### src/design/base64_stream_decoder_defines.svh
// Assertion macros used by the base64 stream decoder output queue.
`ifndef BASE64_STREAM_DECODER_DEFINES_SVH
`define BASE64_STREAM_DECODER_DEFINES_SVH

// Same-cycle implication, checked outside reset.
`define B64D_ASSERT_IMPL(label, clock, reset, ante, cons) \
  label: assert property (@(posedge clock) disable iff (reset) (ante) |-> (cons)) \
    else $error("b64d assertion failed");

// Next-cycle implication, checked outside reset.
`define B64D_ASSERT_NEXT(label, clock, reset, ante, cons) \
  label: assert property (@(posedge clock) disable iff (reset) (ante) |=> (cons)) \
    else $error("b64d assertion failed");

`endif

### src/design/b64d_pkg.sv
// Types, constants and the character table of the base64 stream decoder.
`default_nettype none
package b64d_pkg;

  // Output queue depth; a quartet pushes up to three items at once.
  localparam int unsigned QueueDepth = 8;
  localparam int unsigned PtrW       = $clog2(QueueDepth);
  localparam int unsigned CountW     = $clog2(QueueDepth + 1);
  localparam int unsigned GroupMax   = 3;

  // Character classes.
  typedef enum logic [1:0] {
    KIND_SEXTET,
    KIND_PAD,
    KIND_SKIP
  } char_kind_t;

  typedef struct packed {
    char_kind_t kind;
    logic [5:0] value;
  } char_class_t;

  // One decoded output item.
  typedef struct packed {
    logic [7:0] data;
    logic       last;
    logic       stop;
  } out_item_t;

  // Items produced by one input character (count of 0 to 3).
  typedef struct packed {
    logic [1:0]                   count;
    out_item_t [GroupMax-1:0]     items;
  } group_t;

  // Both alphabets: '+'/'-' give 62, '/'/'_' give 63, '=' is pad.
  function automatic char_class_t classify(input logic [7:0] c);
    char_class_t r;
    r.kind  = KIND_SKIP;
    r.value = 6'd0;
    if (c inside {[8'h41:8'h5a]}) begin
      r.kind  = KIND_SEXTET;
      r.value = 6'(c - 8'h41);
    end else if (c inside {[8'h61:8'h7a]}) begin
      r.kind  = KIND_SEXTET;
      r.value = 6'(c - 8'h61 + 8'd26);
    end else if (c inside {[8'h30:8'h39]}) begin
      r.kind  = KIND_SEXTET;
      r.value = 6'(c - 8'h30 + 8'd52);
    end else if (c inside {8'h2b, 8'h2d}) begin
      r.kind  = KIND_SEXTET;
      r.value = 6'd62;
    end else if (c inside {8'h2f, 8'h5f}) begin
      r.kind  = KIND_SEXTET;
      r.value = 6'd63;
    end else if (c == 8'h3d) begin
      r.kind  = KIND_PAD;
    end
    return r;
  endfunction

endpackage
`default_nettype wire

### src/design/b64d_decode.sv
// Character classification and quartet assembly for the base64 decoder.
`default_nettype none
module b64d_decode
  import b64d_pkg::*;
(
  input  wire logic       clk,
  input  wire logic       rst,
  input  wire logic       item_valid,
  input  wire logic [7:0] item_char,
  input  wire logic       item_eom,
  input  wire logic       advance,
  output group_t          group
);

  logic [2:0][5:0] sextet_store;
  logic            third_is_pad;
  logic [1:0]      quartet_position;
  logic            halted;

  char_class_t cls;
  logic        active;
  logic        fourth_pad;
  logic [5:0]  s3;
  logic [7:0]  b0, b1, b2;
  logic [5:0]  store_val;

  // Classify and decide whether the character takes part
  always_comb begin
    cls    = classify(item_char);
    active = item_valid && !halted && !item_char[7] && (cls.kind != KIND_SKIP);
  end

  // Byte assembly for a completed quartet
  always_comb begin
    fourth_pad = (cls.kind == KIND_PAD);
    s3 = fourth_pad ? 6'd0 : cls.value;
    b0 = {sextet_store[0], sextet_store[1][5:4]};
    b1 = {sextet_store[1][3:0], sextet_store[2][5:2]};
    b2 = {sextet_store[2][1:0], s3};
  end

  // Value stored for places one to three; a pad in place one or two counts as 63, in place three as 0
  always_comb begin
    if (cls.kind == KIND_PAD) begin
      store_val = (quartet_position == 2'd2) ? 6'd0 : 6'd63;
    end else begin
      store_val = cls.value;
    end
  end

  // Result group
  always_comb begin
    group = '0;
    group.items[0].data = b0;
    group.items[1].data = b1;
    group.items[2].data = b2;
    for (int i = 0; i < GroupMax; i++) begin
      group.items[i].stop = fourth_pad;
    end
    if (active && quartet_position == 2'd3) begin
      if (third_is_pad) begin
        group.count = 2'd1;
        group.items[0].last = 1'b1;
      end else if (fourth_pad) begin
        group.count = 2'd2;
        group.items[1].last = 1'b1;
      end else begin
        group.count = 2'd3;
        group.items[2].last = 1'b1;
      end
    end
  end

  // Sextet store, no reset needed
  always_ff @(posedge clk) begin
    if (advance && active && quartet_position != 2'd3) begin
      sextet_store[quartet_position] <= store_val;
    end
  end

  // Quartet control state
  always_ff @(posedge clk) begin
    if (rst) begin
      third_is_pad     <= 1'b0;
      quartet_position <= 2'd0;
      halted           <= 1'b0;
    end else if (advance) begin
      if (item_eom) begin
        third_is_pad     <= 1'b0;
        quartet_position <= 2'd0;
        halted           <= 1'b0;
      end else if (active) begin
        if (quartet_position == 2'd3) begin
          quartet_position <= 2'd0;
          third_is_pad     <= 1'b0;
          if (fourth_pad) begin
            halted <= 1'b1;
          end
        end else begin
          quartet_position <= quartet_position + 2'd1;
          if (quartet_position == 2'd2) begin
            third_is_pad <= (cls.kind == KIND_PAD);
          end
        end
      end
    end
  end

endmodule
`default_nettype wire

### src/design/b64d_queue.sv
// Output queue: takes up to three items per cycle, delivers one per cycle while m_tready is high.
`default_nettype none
module b64d_queue
  import b64d_pkg::*;
(
  input  wire logic       clk,
  input  wire logic       rst,
  input  wire logic       push,
  input  group_t          group,
  output logic            room,
  output logic            m_tvalid,
  input  wire logic       m_tready,
  output out_item_t       head
);
`include "base64_stream_decoder_defines.svh"

  out_item_t [QueueDepth-1:0] mem;
  logic [PtrW-1:0]   wr_ptr;
  logic [PtrW-1:0]   rd_ptr;
  logic [CountW-1:0] count;
  logic [CountW-1:0] count_next;
  logic [1:0]        push_count;
  logic              pop;

  // Handshake and occupancy
  always_comb begin
    room       = (count <= CountW'(QueueDepth - GroupMax));
    push_count = push ? group.count : 2'd0;
    m_tvalid   = (count != '0);
    pop        = m_tvalid && m_tready;
    head       = mem[rd_ptr];
    count_next = count + CountW'(push_count) - CountW'(pop);
  end

  // Storage writes
  always_ff @(posedge clk) begin
    for (int i = 0; i < GroupMax; i++) begin
      if (2'(i) < push_count) begin
        mem[wr_ptr + PtrW'(i)] <= group.items[i];
      end
    end
  end

  // Pointers and count
  always_ff @(posedge clk) begin
    if (rst) begin
      wr_ptr <= '0;
      rd_ptr <= '0;
      count  <= '0;
    end else begin
      wr_ptr <= wr_ptr + PtrW'(push_count);
      if (pop) begin
        rd_ptr <= rd_ptr + PtrW'(1);
      end
      count <= count_next;
    end
  end

  `B64D_ASSERT_IMPL(a_no_overflow, clk, rst, push_count != 2'd0, room)
  `B64D_ASSERT_IMPL(a_count_bound, clk, rst, 1'b1, count <= CountW'(QueueDepth))
  `B64D_ASSERT_NEXT(a_pop_only, clk, rst, push_count == 2'd0 && pop,
                    count == $past(count) - CountW'(1))
  `B64D_ASSERT_NEXT(a_idle_hold, clk, rst, push_count == 2'd0 && !pop, $stable(count))

endmodule
`default_nettype wire

### src/design/base64_stream_decoder.sv
// Top level of the base64 stream decoder (both alphabets).
//
// Input channel s_*: one character per item in s_tdata, s_tlast marks the
// last character of a message. Output channel m_*: one decoded byte per
// item in m_tdata, m_tlast on the last byte of a quartet, m_tuser[0] set
// on every byte of a quartet that ended with a pad ('=').
// An accepted character is held in an input register while it is
// classified and folded into the current quartet; when the fourth
// character leaves that register, one to three bytes are pushed into an
// 8-entry output queue, and they reach m_* once registered there.
// Throughput: one character per cycle while the queue has room, set by
// the input register and the queue's three-item push; sustained output
// is one byte per cycle while m_tready is high, so a stream of full
// quartets runs at the full character rate.
// s_tready drops when the queue has fewer than three free entries and a
// character is waiting; a stalled receiver thus back-pressures the input
// after the queue fills. Reset (rst, synchronous) empties the queue and
// returns the quartet state to the start of a message.
`default_nettype none
module base64_stream_decoder
  import b64d_pkg::*;
(
  input  wire logic       clk,
  input  wire logic       rst,
  input  wire logic       s_tvalid,
  output logic            s_tready,
  input  wire logic [7:0] s_tdata,   // [7:0] char_in
  input  wire logic       s_tlast,   // end_of_message
  output logic            m_tvalid,
  input  wire logic       m_tready,
  output logic [7:0]      m_tdata,   // [7:0] data_byte
  output logic            m_tlast,   // last_of_group
  output logic [0:0]      m_tuser    // [0] padding_stop
);

  logic       in_valid;
  logic [7:0] in_char;
  logic       in_eom;
  logic       room;
  logic       advance;
  group_t     group;
  out_item_t  head;

  // Input register advances when the queue can take a full group
  always_comb begin
    advance  = in_valid && room;
    s_tready = !in_valid || advance;
  end

  always_ff @(posedge clk) begin
    if (rst) begin
      in_valid <= 1'b0;
    end else if (s_tready) begin
      in_valid <= s_tvalid;
    end
  end

  always_ff @(posedge clk) begin
    if (s_tready && s_tvalid) begin
      in_char <= s_tdata;
      in_eom  <= s_tlast;
    end
  end

  b64d_decode u_decode (
    .clk        (clk),
    .rst        (rst),
    .item_valid (in_valid),
    .item_char  (in_char),
    .item_eom   (in_eom),
    .advance    (advance),
    .group      (group)
  );

  b64d_queue u_queue (
    .clk      (clk),
    .rst      (rst),
    .push     (advance),
    .group    (group),
    .room     (room),
    .m_tvalid (m_tvalid),
    .m_tready (m_tready),
    .head     (head)
  );

  // Output fields
  always_comb begin
    m_tdata    = head.data;
    m_tlast    = head.last;
    m_tuser[0] = head.stop;
  end

endmodule
`default_nettype wire
### config.mk
export PLATFORM = sky130hd
export DESIGN_NAME = base64_stream_decoder
export DESIGN_NICKNAME = d
export VERILOG_FILES = /design/src/design/b64d_pkg.sv /design/src/design/b64d_decode.sv /design/src/design/b64d_queue.sv /design/src/design/base64_stream_decoder.sv
export VERILOG_INCLUDE_DIRS = /design/src /design/src/design
export SDC_FILE = /design/constraint.sdc
export NUM_CORES = 1
export LEC_CHECK = 0
export BUFFER_PORTS_ARGS = -buffer_cell sky130_fd_sc_hd__buf_2
export CORE_MARGIN = 10
export CORE_UTILIZATION = 45
export CTS_CLUSTER_SIZE = 30
export DETAILED_ROUTE_END_ITERATION = 6
export GPL_ROUTABILITY_DRIVEN = 0
export GPL_TIMING_DRIVEN = 0
export SLEW_MARGIN = 20
export SYNTH_ARGS = -nofsm -noshare
export SYNTH_HDL_FRONTEND = slang
export SYNTH_HIERARCHICAL = 1
export SYNTH_SLANG_ARGS = --single-unit
### constraint.sdc
create_clock -name clk -period 3.7 [get_ports clk]
set_clock_uncertainty 0.2 [all_clocks]
set_input_delay 0.74 -clock clk [delete_from_list [all_inputs] [get_ports clk]]
set_output_delay 0.74 -clock clk [all_outputs]
set_load 0.005 [all_outputs]
==> impl_metrics.env <==
export IMPL_dr_first_iter_drc_count=963
export IMPL_cp_required_ns=3.78
export IMPL_cts_buffers_inserted=17
export IMPL_worstPathMaxFanout=10
export IMPL_dieArea_um2=21900
export IMPL_path_cells="buf_2 > inv_2 > ha_1 > inv_1 > o21ai_4 > o211ai_1 > buf_4 > a21oi_4 > nand3b_1 > inv_2 > o211a_1 > buf_2 > nand2_1 > a221oi_1 > o31ai_1"
export IMPL_rr_worst_depth=15
export IMPL_cp_slowest_cell="a221oi_1"
export IMPL_grt_pass1_vias=7097
export IMPL_cts_sinks=122
export IMPL_ys_flop_type="dfxtp_1"
export IMPL_numPlacedInstances=1023
export IMPL_core_area_um2=16000
export IMPL_hold_path_depth=1
export IMPL_finalCriticalPeriod_ns=3.52
export IMPL_ff2ff_setup_slack_ns=0.18
export IMPL_cts_hold_fix_buffers=0
export IMPL_finalCritPeriodShare_pct=95.1
export IMPL_p_comb_share_pct=16.7
export IMPL_async_flop_share_pct=0
export IMPL_clk_latency_ns=0.42
export IMPL_finalHoldWorstSlack_ns=0.292
export IMPL_pwr_share_seq_pct=37.9
export IMPL_slew_headroom_pct=43.4
export IMPL_fp_dieW_um=148
export IMPL_yosysTopAreaCell="dfxtp_1"
export IMPL_cts_tree="done"
export IMPL_drv_cap=0
export IMPL_final_util_pct=53.8
export IMPL_power_frac_clock_pct=45.4
export IMPL_power_switching_mw=1.03
export IMPL_first_pass_iters=6
export IMPL_wl_per_cell_um=23.9
export IMPL_viasPerCell=6.75
export IMPL_nets=874
export IMPL_io_buffers=24
export IMPL_reg2reg_from="in_char[3]"
export IMPL_status="finished, final reports clean"
export IMPL_grt_max_degree=17
export IMPL_worstHoldPathType="input port to flop"
export IMPL_drc_errors=0
export IMPL_postSynthNetCount=821
export IMPL_hold_viol_final=0
export IMPL_r2r_end="u_queue/mem[10]"
export IMPL_ys_seq_area_share_pct=36.7
export IMPL_netlist_instances=783
export IMPL_rows=46
export IMPL_syn_area_per_cell_um2=9.44
export IMPL_num_vias=7190
export IMPL_totalPowerFinal_mw=3.82
export IMPL_slowest_delay_ns=0.47
export IMPL_ys_ff_latch=122
export IMPL_fmax_ghz=0.284
export IMPL_area_growth_pct=16.5
export IMPL_synth_cell_types=74
export IMPL_antenna_cells=0
export IMPL_cts_root_buf="clkbuf_16"
export IMPL_max_slew_worst_pin_slew_ns=0.849
export IMPL_track_usage_pct=22.9
export IMPL_final_cell_count_no_fill=1065
export IMPL_start_kind="flop"
export IMPL_swShare_pct=26.9
export IMPL_dp_hpwl_mm=17.8
export IMPL_fill_cells=1437
export IMPL_ioPinCount=25
export IMPL_cts_buffer_depth=2
export IMPL_grt_pass1_wl_mm=39.9
export IMPL_dpl_cell_area_um2=7780
export IMPL_drv_slew=0
export IMPL_hold_end="in_char[7]"
export IMPL_p_int_mw=2.79
export IMPL_syn_area_um2=7390
export IMPL_setup_violations=0
export IMPL_power_density_nw_per_um2=444
export IMPL_fp_dieH_um=148
export IMPL_yosysTopAreaCellShare_pct=25.7
export IMPL_antenna_found_initial=0
export IMPL_synth_edf_count=27
export IMPL_htreeDepth=4
export IMPL_peakVddDrop_v=0.000382
export IMPL_path_delay_family="compound AO/OA/AOI/OAI gates"
export IMPL_path_class="flop to flop"
export IMPL_design_area_um2=8610
export IMPL_gr_total_overflow=0
export IMPL_start_util_pct=46.2
export IMPL_drive_gt1_share_pct=19.9
export IMPL_leakage_nw=3.15
export IMPL_clkTransAtPathRegs_ns=0.06
export IMPL_hp_start="s_tdata[7]"
export IMPL_ys_top_cells_by_area="dfxtp_1 26%, edfxtp_1 11%, a221oi_1 9.5%"
export IMPL_ys_warnings_count=6
export IMPL_ant_nets=0
export IMPL_critPathBufInv=6
export IMPL_cp_arrival_ns=3.60
export IMPL_drt_total_wl_mm=25.4
export IMPL_end_kind="flop"
==> kinds of logic after synthesis <==
logic type               synth area share (%)
flip-flops                               36.7
multiplexers                             7.91
adder cells (fa/ha/maj)                  4.44
XOR/XNOR                                 1.63
AND/OR/NAND/NOR                          18.8
buffers and inverters                    4.99
AO/OA/AOI/OAI                            25.5
==> what timing repair did <==
| action | 4_1_cts | 5_1_grt |
|---|---|---|
| setup endpoints to repair | 83 | 83 |
| buffers inserted | 9 | 2 |
| pin swaps | 2 | 2 |
| gates resized for setup | 8 | 25 |
==> metal layers <==
layer | global-route usage, % | share of wire (%) | up-vias
li1 | - | - | 3114
met3 | 6.34 | 11 | 99
met2 | 34.9 | 45 | 532
met1 | 29.5 | 40 | 3445
met4 | 10.2 | 4.1 | 0
met5 | 0 | 0 | -
==> power by group through the flow <==
stage	Clock, mW	Combinational [mW]	Sequential (mW)
after global placement	0	0.588	1.47
after floorplan	0	0.458	1.46
after CTS	1.76	0.621	1.45
after global routing	1.81	0.726	1.45
after detailed placement	0	0.606	1.48
final	1.73	0.639	1.45
==> worst reg2reg max path, stage by stage (launching register included) <==
cell and delay (ns):
edfxtp_1 0.40, buf_2 0.20, inv_2 0.10, ha_1 0.14, inv_1 0.07, o21ai_4 0.20, o211ai_1 0.11, buf_4 0.18
a21oi_4 0.19, nand3b_1 0.14, inv_2 0.14, o211a_1 0.16, buf_2 0.20, nand2_1 0.35, a221oi_1 0.48, o31ai_1 0.12
==> registers in the layout (all words and copies together), names as in the netlist <==
register	cells
u_decode/quartet_position	2
u_queue/wr_ptr	3
in_char	8
u_queue/mem	80
u_queue/rd_ptr	3
in_valid	1
in_eom	1
u_decode/third_is_pad	1
u_decode/group	18
u_decode/halted	1
u_queue/count	4
==> placed cells by master (no fill, tap or decap), types with 13 or more instances in the layout <==
cell type / instances
clkbuf_1: 19
inv_1: 18
nor2_1: 59
mux4_2: 20
o2bb2ai_1: 40
and2_1: 32
nand2_1: 72
a221oi_1: 80
o21ai_0: 34
buf_2: 46
edfxtp_1: 27
o31ai_1: 42
ha_1: 18
buf_4: 15
buf_1: 13
dfxtp_1: 95
clkbuf_16: 17
==> cell usage after synthesis (11+ instances only) <==
| master | instances |
|---|---|
| mux4_2 | 20 |
| o2bb2ai_1 | 40 |
| a221oi_1 | 80 |
| and2_1 | 32 |
| buf_2 | 21 |
| nand2_1 | 74 |
| edfxtp_1 | 27 |
| nand2b_1 | 11 |
| inv_1 | 23 |
| and3_1 | 11 |
| o31ai_1 | 42 |
| buf_1 | 13 |
| nor2_1 | 59 |
| o21ai_0 | 34 |
| ha_1 | 23 |
| nor2b_1 | 11 |
| o21ai_1 | 11 |
| dfxtp_1 | 95 |
| clkbuf_1 | 23 |
==> worst max path at each step <==
stage,to,cells past startpoint,startpoint
2_1_floorplan,u_queue/count[3],17,in_char[3]
3_3_place_gp,u_queue/mem[39],13,in_char[0]
3_5_place_dp,u_queue/mem[19],13,in_char[0]
4_1_cts,u_queue/mem[8],15,in_char[3]
5_1_grt,u_queue/count[3],18,in_char[3]
6_report,u_queue/mem[10],15,in_char[3]
==> stage by stage <==
step	setup TNS [ns]	setup WS [ns]
after CTS	0	0.0230
after global routing	-0.219	-0.0373
after floorplan	0	0.319
after global placement	-10.34	-0.213
after detailed placement	-15.96	-0.300
final	0	0.181
==> area by class of cell <==
cell class / instances / area [µm²] / area share (%)
Clock inverter: 14 / 179 / 2.08
Multi-Input combinational cell: 575 / 4430 / 51.5
Sequential cell: 122 / 2710 / 31.5
Inverter: 23 / 86.3 / 1.00
Clock buffer: 18 / 429 / 4.99
Tap cell: 216 / 270 / 3.14
Timing Repair Buffer: 35 / 215 / 2.50
Buffer: 62 / 284 / 3.30
Power figures use the tool's default switching activity.
